**src/rtl/dsort_pkg.sv**
```systemverilog
`default_nettype none
// ----------------------------------------------------------------------------
// Descending sorter package
// Shared constants, payload types, cell control and controller states.
// ----------------------------------------------------------------------------
package dsort_pkg;

	localparam int MAX_ELEMENTS = 32;
	localparam int VALUE_W      = 32;

	typedef struct packed {
		logic signed [VALUE_W-1:0] value;
		logic                      last_in;
	} in_item_t;

	typedef struct packed {
		logic signed [VALUE_W-1:0] sorted_value;
		logic                      last_out;
		logic                      overflow;
	} out_item_t;

	typedef struct packed {
		logic insert;
		logic pop;
	} cell_ctrl_t;

	typedef enum logic {
		ST_LOAD,
		ST_DRAIN
	} dsort_state_t;

endpackage : dsort_pkg
`default_nettype wire

```
**src/rtl/dsort_cell.sv**
```systemverilog
`default_nettype none
// ----------------------------------------------------------------------------
// Descending sorter cell
// Holds one element. On insert, if the broadcast element beats its own or the
// cell is empty, takes it (or the previous cell's element, if displaced too),
// handing elements down the row; on pop, takes the element of the next cell.
// ----------------------------------------------------------------------------
module dsort_cell
	import dsort_pkg::*;
(
	input  wire logic                      clk,
	input  wire logic                      arst_n,
	input  wire cell_ctrl_t                ctrl,
	input  wire logic signed [VALUE_W-1:0] ins_value,
	input  wire logic signed [VALUE_W-1:0] prev_value,
	input  wire logic                      prev_occ,
	input  wire logic                      prev_greater,
	input  wire logic signed [VALUE_W-1:0] next_value,
	input  wire logic                      next_occ,
	output logic signed [VALUE_W-1:0]      value,
	output logic                           occ,
	output logic                           greater
);

	logic signed [VALUE_W-1:0] value_q;
	logic                      occ_q;

	assign greater = !occ_q || (ins_value > value_q);
	assign value   = value_q;
	assign occ     = occ_q;

	always_ff @(posedge clk or negedge arst_n) begin
		if (!arst_n) begin
			occ_q <= 1'b0;
		end else if (ctrl.insert) begin
			occ_q <= occ_q | prev_occ;
		end else if (ctrl.pop) begin
			occ_q <= next_occ;
		end
	end

	always_ff @(posedge clk) begin
		if (ctrl.insert) begin
			if (greater) begin
				value_q <= prev_greater ? prev_value : ins_value;
			end
		end else if (ctrl.pop) begin
			value_q <= next_value;
		end
	end

endmodule : dsort_cell
`default_nettype wire

```
**src/rtl/descending_sorter_unit.sv**
```systemverilog
`default_nettype none
// ----------------------------------------------------------------------------
// Descending sorter unit
// Systolic row of cells that sorts a set of signed values highest first.
// ----------------------------------------------------------------------------
// While loading, one request is taken per cycle and inserted into a row of
// MAX_ELEMENTS cells that always stays in descending order. The request that
// carries last_in closes the set; the row then drains from its head, one
// result per cycle while out_ready is high. No request is taken while the row
// drains. Requests beyond MAX_ELEMENTS are dropped and every result of that
// set reports overflow. The last result (smallest value) carries last_out.
// ----------------------------------------------------------------------------
module descending_sorter_unit
	import dsort_pkg::*;
(
	input  wire logic      clk,
	input  wire logic      arst_n,
	input  wire logic      in_valid,
	output logic           in_ready,
	input  wire in_item_t  in_data,
	output logic           out_valid,
	input  wire logic      out_ready,
	output out_item_t      out_data
);

	dsort_state_t state_q;
	dsort_state_t state_nxt;
	cell_ctrl_t   ctrl;
	logic         accept;
	logic         full;
	logic         pop_last;
	logic         overflow_q;
	logic         out_valid_q;
	out_item_t    out_data_q;

	logic signed [VALUE_W-1:0] value_w [MAX_ELEMENTS];
	logic [MAX_ELEMENTS-1:0]   occ_w;
	logic [MAX_ELEMENTS-1:0]   greater_w;

	for (genvar i = 0; i < MAX_ELEMENTS; i++) begin : g_cell
		logic signed [VALUE_W-1:0] prev_value;
		logic                      prev_occ;
		logic                      prev_greater;
		logic signed [VALUE_W-1:0] next_value;
		logic                      next_occ;

		if (i == 0) begin : g_head
			assign prev_value   = '0;
			assign prev_occ     = 1'b1;
			assign prev_greater = 1'b0;
		end else begin : g_body
			assign prev_value   = value_w[i-1];
			assign prev_occ     = occ_w[i-1];
			assign prev_greater = greater_w[i-1];
		end

		if (i == MAX_ELEMENTS - 1) begin : g_tail
			assign next_value = '0;
			assign next_occ   = 1'b0;
		end else begin : g_link
			assign next_value = value_w[i+1];
			assign next_occ   = occ_w[i+1];
		end

		dsort_cell u_cell (
			.clk          (clk),
			.arst_n       (arst_n),
			.ctrl         (ctrl),
			.ins_value    (in_data.value),
			.prev_value   (prev_value),
			.prev_occ     (prev_occ),
			.prev_greater (prev_greater),
			.next_value   (next_value),
			.next_occ     (next_occ),
			.value        (value_w[i]),
			.occ          (occ_w[i]),
			.greater      (greater_w[i])
		);
	end

	always_ff @(posedge clk or negedge arst_n) begin
		if (!arst_n) begin
			state_q <= ST_LOAD;
		end else begin
			state_q <= state_nxt;
		end
	end

	always_comb begin
		state_nxt   = state_q;
		in_ready    = 1'b0;
		ctrl.insert = 1'b0;
		ctrl.pop    = 1'b0;
		full        = occ_w[MAX_ELEMENTS-1];
		accept      = 1'b0;
		pop_last    = 1'b0;
		case (state_q)
			ST_LOAD: begin
				in_ready    = 1'b1;
				accept      = in_valid;
				ctrl.insert = in_valid && !full;
				if (in_valid && in_data.last_in) begin
					state_nxt = ST_DRAIN;
				end
			end
			ST_DRAIN: begin
				ctrl.pop = occ_w[0] && (!out_valid_q || out_ready);
				pop_last = ctrl.pop && !occ_w[1];
				if (pop_last) begin
					state_nxt = ST_LOAD;
				end
			end
			default: begin
				state_nxt = ST_LOAD;
			end
		endcase
	end

	always_ff @(posedge clk or negedge arst_n) begin
		if (!arst_n) begin
			overflow_q  <= 1'b0;
			out_valid_q <= 1'b0;
		end else begin
			if (pop_last) begin
				overflow_q <= 1'b0;
			end else if (accept && full) begin
				overflow_q <= 1'b1;
			end
			if (ctrl.pop) begin
				out_valid_q <= 1'b1;
			end else if (out_ready) begin
				out_valid_q <= 1'b0;
			end
		end
	end

	always_ff @(posedge clk) begin
		if (ctrl.pop) begin
			out_data_q.sorted_value <= value_w[0];
			out_data_q.last_out     <= !occ_w[1];
			out_data_q.overflow     <= overflow_q;
		end
	end

	assign out_valid = out_valid_q;
	assign out_data  = out_data_q;

`ifndef SYNTH
	a_occ_prefix: assert property (@(posedge clk) disable iff (!arst_n)
		(occ_w & (occ_w + 1'b1)) == '0)
		else $error("occupied cells are not a prefix of the row");

	a_drain_nonempty: assert property (@(posedge clk) disable iff (!arst_n)
		state_q == ST_DRAIN |-> occ_w[0])
		else $error("row empty while draining");

	a_empty_after_last: assert property (@(posedge clk) disable iff (!arst_n)
		pop_last |=> occ_w == '0)
		else $error("row not empty after last result");

	a_descending: assert property (@(posedge clk) disable iff (!arst_n)
		ctrl.pop && out_valid_q && !out_data_q.last_out
		|-> value_w[0] <= out_data_q.sorted_value)
		else $error("results out of descending order");
`endif

endmodule : descending_sorter_unit
`default_nettype wire
```
**config.mk**
```make
export PLATFORM = sky130hd
export DESIGN_NAME = descending_sorter_unit
export DESIGN_NICKNAME = d
export VERILOG_FILES = /design/src/rtl/dsort_pkg.sv /design/src/rtl/dsort_cell.sv /design/src/rtl/descending_sorter_unit.sv
export SDC_FILE = /design/constraint.sdc
export NUM_CORES = 2
export LEC_CHECK = 0
export CORE_MARGIN = 2
export CORE_UTILIZATION = 45
export CTS_CLUSTER_DIAMETER = 30
export DETAILED_ROUTE_END_ITERATION = 16
export DONT_BUFFER_PORTS = 1
export SLEW_MARGIN = 20
export SYNTH_ARGS = -nofsm -noshare
export SYNTH_HDL_FRONTEND = slang
export SYNTH_SLANG_ARGS = --single-unit
```
**constraint.sdc**
```tcl
create_clock -name clk -period 9.2 [get_ports clk]
set_clock_uncertainty 0.15 [all_clocks]
set_input_delay 0.46 -clock clk [delete_from_list [all_inputs] [get_ports clk]]
set_output_delay 0.46 -clock clk [all_outputs]
set_load 0.02 [all_outputs]
```
# Yosys cells after proc, flatten, opt, wreduce, memory -nomap -nowiden
# Index checks and enable logic that the tools add are counted.
# W data, S select, Z words.
classes:
  order_cmp: 32
  eq_ne: 32
  n_mux: 203
  bitwise: 32
  reduce_logical: 106
ops:
  columns: ["operator", "count"]
  rows:
  - ["$mux W32", 127]
  - ["$gt A32 B32 Y1", 32]
  - ["$mux W1", 75]
  - ["$ne A2 B1 Y1 const B", 32]
  - ["$reduce_and A2 Y1", 32]
  - ["$logic_not A1 Y1", 33]
  - ["$logic_or A1 B1 Y1", 33]
  - ["$or A1 B1 Y1", 31]
  - ["$reduce_bool A2 Y1", 3]
  - ["$logic_and A1 B1 Y1", 5]
  - ["$pmux W1 S2", 1]
  - ["$not A1 Y1", 1]
word_totals:
  reg_bits: 1093
  input_bits: 37
  elab_cells: 475

# Logic depth before layout (Yosys ltp)
depth:
  depth_word: 6
  ltp_mapped: 12
  depth_no_buf: 10

# Cells and area by module
# From an unflattened synthesis, not the netlist that was laid out.
unflattened:
  cells_unflattened: 8435
  area_unflattened_um2: 81534.4
by_module_without_submodules:
  columns: ["mod", "instances", "cells_per_inst", "area_per_inst_um2"]
  rows:
  - ["dsort_cell", 32, 262, 2511.2]
  - ["descending_sorter_unit", 1, 51, 1177.4]

# Least setup slack after synthesis
# No wires, ideal clock.
synth_path:
  path_type: "input to register"
  from: "in in_data[1] in the netlist's numbering"
  to: "reg g_cell[10].u_cell.value_q[0] (enable)"
  t_arrival_ps: 5085
  required_ps: 8584
  setup_slack_ps: 3499
  path_stages: 11
  n_path_buf: 1
  path_cell_list: "inv_1 ha_1 nor2b_1 o211ai_1 a21oi_1 a2111o_1 a21o_1 a32oi_1 clkbuf_1 nand2_1 o21ai_0"
synth_via:
  elab_chain_len: 4
synth_rtl:
  columns: ["element", "line_no", "source"]
  rows:
  - ["from (decl)", "descending_sorter_unit.sv:20", "input wire in_item_t in_data,"]
  - ["$gt A32 B32 Y1", "dsort_cell.sv:28", "assign greater = !occ_q || (ins_value > value_q);"]
  - ["$logic_or A1 B1 Y1", "dsort_cell.sv:28", null]
  - ["$ne A2 B1 Y1 (no line)", null, null]
  - ["$reduce_and A2 Y1 (no line)", null, null]
  - ["to (signal assigned)", "dsort_cell.sv:45", "value_q <= prev_greater ? prev_value : ins_value;"]
  - ["to (signal assigned)", "dsort_cell.sv:48", "value_q <= next_value;"]
  - ["to (decl)", "dsort_cell.sv:25", "logic signed [VALUE_W-1:0] value_q;"]
# Every way passes these cells.
# A chain may end at the register's enable or synchronous reset.

# Worst setup path in the final report
layout_path:
  from: "reg g_cell[11].u_cell.value_q[17]"
  to: "reg g_cell[11].u_cell.value_q[28] (enable)"
layout_via:
  elab_chain_len: 4
layout_rtl:
  columns: ["element", "line_no"]
  rows:
  - ["from (decl)", "dsort_cell.sv:25"]
  - ["from (signal assigned)", "dsort_cell.sv:45"]
  - ["from (signal assigned)", "dsort_cell.sv:48"]
  - ["$gt A32 B32 Y1", "dsort_cell.sv:28"]
  - ["$logic_or A1 B1 Y1", "dsort_cell.sv:28"]
  - ["$ne A2 B1 Y1 (no line)", null]
  - ["$reduce_and A2 Y1 (no line)", null]
# Every way passes these cells.

==> results.ini <==
[clock_network]
cts_setup_buffers = 0
clkTransAtPathRegs_ns = 0.04
cts_resized = 0
clock_latency_ns = 0.92
htreeDepth = 5
hold_buffers = 43
cts_buffers = 327
root_buffer = clkbuf_16
cts_tree = built
cts.sinks = 1093
cts.path.max_buffers = 4

[detailed_routing]
drt_iter0_drc = 8041
drc = 0
via_count = 68000
wl_um = 289000
wl_per_cell_um = 28.4
antenna_left = 0
dr.pass1.iters = 10
post_drt_via_cell_ratio = 6.67

[placed_design]
place_ws_ns = 4.66
hpwl_um = 180000
gp_congestion = 0.920
portBuffers = 0

[grt]
grt.total_usage_pct = 32.4
antenna_found_initial = 14
grt_pass1_vias = 68100
grt_pass1_wl_um = 424000
grt-ovfl-total = 0
grt_start_max_net_pins = 223

[floorplan]
start_util_pct = 45.2
fp.dieH_um = 416
die_area_sq_mm = 0.173
die_w_um = 416
rows = 151
coreArea_sq_mm = 0.169
ios = 73

[sta]
setup_viol = 0
slew_headroom_pct = 11.6
clock.fmax_mhz = 229
report.final.slew_viol_count = 0
worst_pin_slew_ns = 1.32
whs_ns = 0.0677
worst_slack_ns = 4.84
min_period_ns = 4.36
grt_setup_unrepaired = false
setup_tns_ns = 0
hold_viol_final = 0
timing.final.crit_share_pct = 47.4

[pwr]
p_per_area_mw_per_mm2 = 188
combPwrFrac_pct = 2.2
power_switching_mw = 3.58
intPower_mw = 13.2
power_frac_seq_pct = 32.1
ir_worst_vdd_mv = 0.208
swShare_pct = 21.3
leakage_nw = 37.5
power_mw = 16.8
p_clk_share_pct = 65.7

[layout]
final_cell_mix = edfxtp_1 (1,058), inv_1 (1,041), ha_1 (992), nand3_1 (832), o221ai_1 (744)
area_growth_pct = 17.2
drive_gt1_share_pct = 9.16
final_common_cell = edfxtp_1
fin_nets = 8723

[logic_synthesis]
ys_ff_latch = 1093
yosysWarningCount = 0
synth.net_count = 8794
synth_area_sq_mm = 0.0763
ys.flop_type = edfxtp_1
ys_seq_area_share_pct = 42.8
syn_inst = 7765
syn_avg_cell_area_sq_um = 9.83
async_flop_share_pct = 3.20
synth_edf_count = 1058
ys_types = 61

[critical_path]
r2r_setup_slack_ns = 4.84
path_class = flip-flop to flip-flop
cp-end-kind = flip-flop
reg2reg_from = g_cell[11].u_cell.value[17]$_DFFE_PP_
ff2ff_path_depth = 12
crit_start = g_cell[11].u_cell.value[17]$_DFFE_PP_
arrival_ns = 4.75
cp-start-kind = flip-flop
crit_required_ns = 9.59
critical_path.max_fanout = 33
rr_endpoint = g_cell[11].u_cell.value[28]$_DFFE_PP_

[min_path]
hold_path_class = input port to async pin

[run_status]
outcome = complete, no violations

[job]
drv_cap = 0

stage by stage:
stage | instance area (sq um) | util [%] | instances
global route | 89400 | 52.9 | 10200
CTS | 89400 | 52.9 | 10200
floorplan | 76300 | - | 7765
finish | 89500 | 53.0 | 10200
global placement | 78200 | 46.3 | 9540
detailed placement | 78200 | 46.3 | 9540
area by class of cell:
type	count	area, sq um
Antenna cell	29	72.6
Clock buffer	396	8780
Clock inverter	180	1910
Fill cell	15000	79400
Inverter	1043	3920
Multi-Input combinational cell	5079	38000
Sequential cell	1093	32600
Tap cell	2218	2780
Timing Repair Buffer	150	1360
worst max path at each step:
stage | cells after the start | slack, ns | to
final | 12 | 4.84 | g_cell[11].u_cell.value[28]$_DFFE_PP_
after CTS | 11 | 4.72 | g_cell[10].u_cell.value[30]$_DFFE_PP_
after floorplan | 11 | 3.50 | g_cell[10].u_cell.value[0]$_DFFE_PP_
after global routing | 10 | 4.64 | g_cell[24].u_cell.value[26]$_DFFE_PP_
after global placement | 10 | 4.70 | g_cell[10].u_cell.value[6]$_DFFE_PP_
after detailed placement | 10 | 4.66 | g_cell[10].u_cell.value[30]$_DFFE_PP_
cells in the mapped netlist, drive strengths merged, types with 35 or more instances:
| master | number | area [sq um] |
|---|---|---|
| nand4 | 200 | 1260 |
| a31oi | 192 | 1200 |
| inv | 1043 | 3920 |
| edfxtp | 1058 | 31800 |
| nand2 | 475 | 1780 |
| nor3 | 63 | 327 |
| a21oi | 422 | 2120 |
| a21o | 118 | 886 |
| buf | 55 | 275 |
| clkbuf | 495 | 1870 |
| nor4 | 37 | 231 |
| nand3 | 834 | 4170 |
| ha | 992 | 12400 |
| o221ai | 744 | 6520 |
| o21ai | 368 | 1840 |
| a22oi | 186 | 1540 |
| nor2b | 40 | 250 |
| dfrtp | 35 | 876 |
| o211ai | 82 | 626 |
| a211oi | 37 | 278 |
| nor2 | 82 | 308 |
sequential cells by signal, indices dropped and copies added, names as in the netlist:
register,flops
g_cell.u_cell.value,1024
state_q,1
g_cell.u_cell.occ,32
out_data,34
overflow_q,1
out_valid,1
metal layers:
metal	routed length [um]	global-route usage (%)	share of wire (%)
met2	135000	52.2	47
met3	29300	9.16	10
met4	16800	18.5	5.8
met1	108000	38.7	37
met5	95	0.250	0.033
critical path: stages, from the launching register on:
cell and delay [ns]:
edfxtp_1 0.42, inv_1 0.12, ha_1 0.31, nand4_1 0.15, nor3_1 0.33, nand2_1 0.12
nor3_1 0.54, a21o_1 0.30, or4b_1 0.15, buf_4 0.34, nand3_1 0.12, nand2_1 0.54
buf_4 0.41
cell families after synthesis:
family | synth area share [%]
compound gates | 21.0
fa+ha+maj | 16.3
buf+inv | 7.94
flops | 42.8
mux | 0.420
simple gates | 11.6
power by group through the flow:
stage	Clock [mW]	Combinational (mW)	Sequential (mW)
2_1_floorplan	0	0.216	5.48
3_3_place_gp	0	0.260	5.48
3_5_place_dp	0	0.284	5.48
4_1_cts	11.1	0.360	5.40
5_1_grt	11.4	0.414	5.39
6_report	11.1	0.373	5.40
Note: power is estimated with default switching activity, not from simulation.
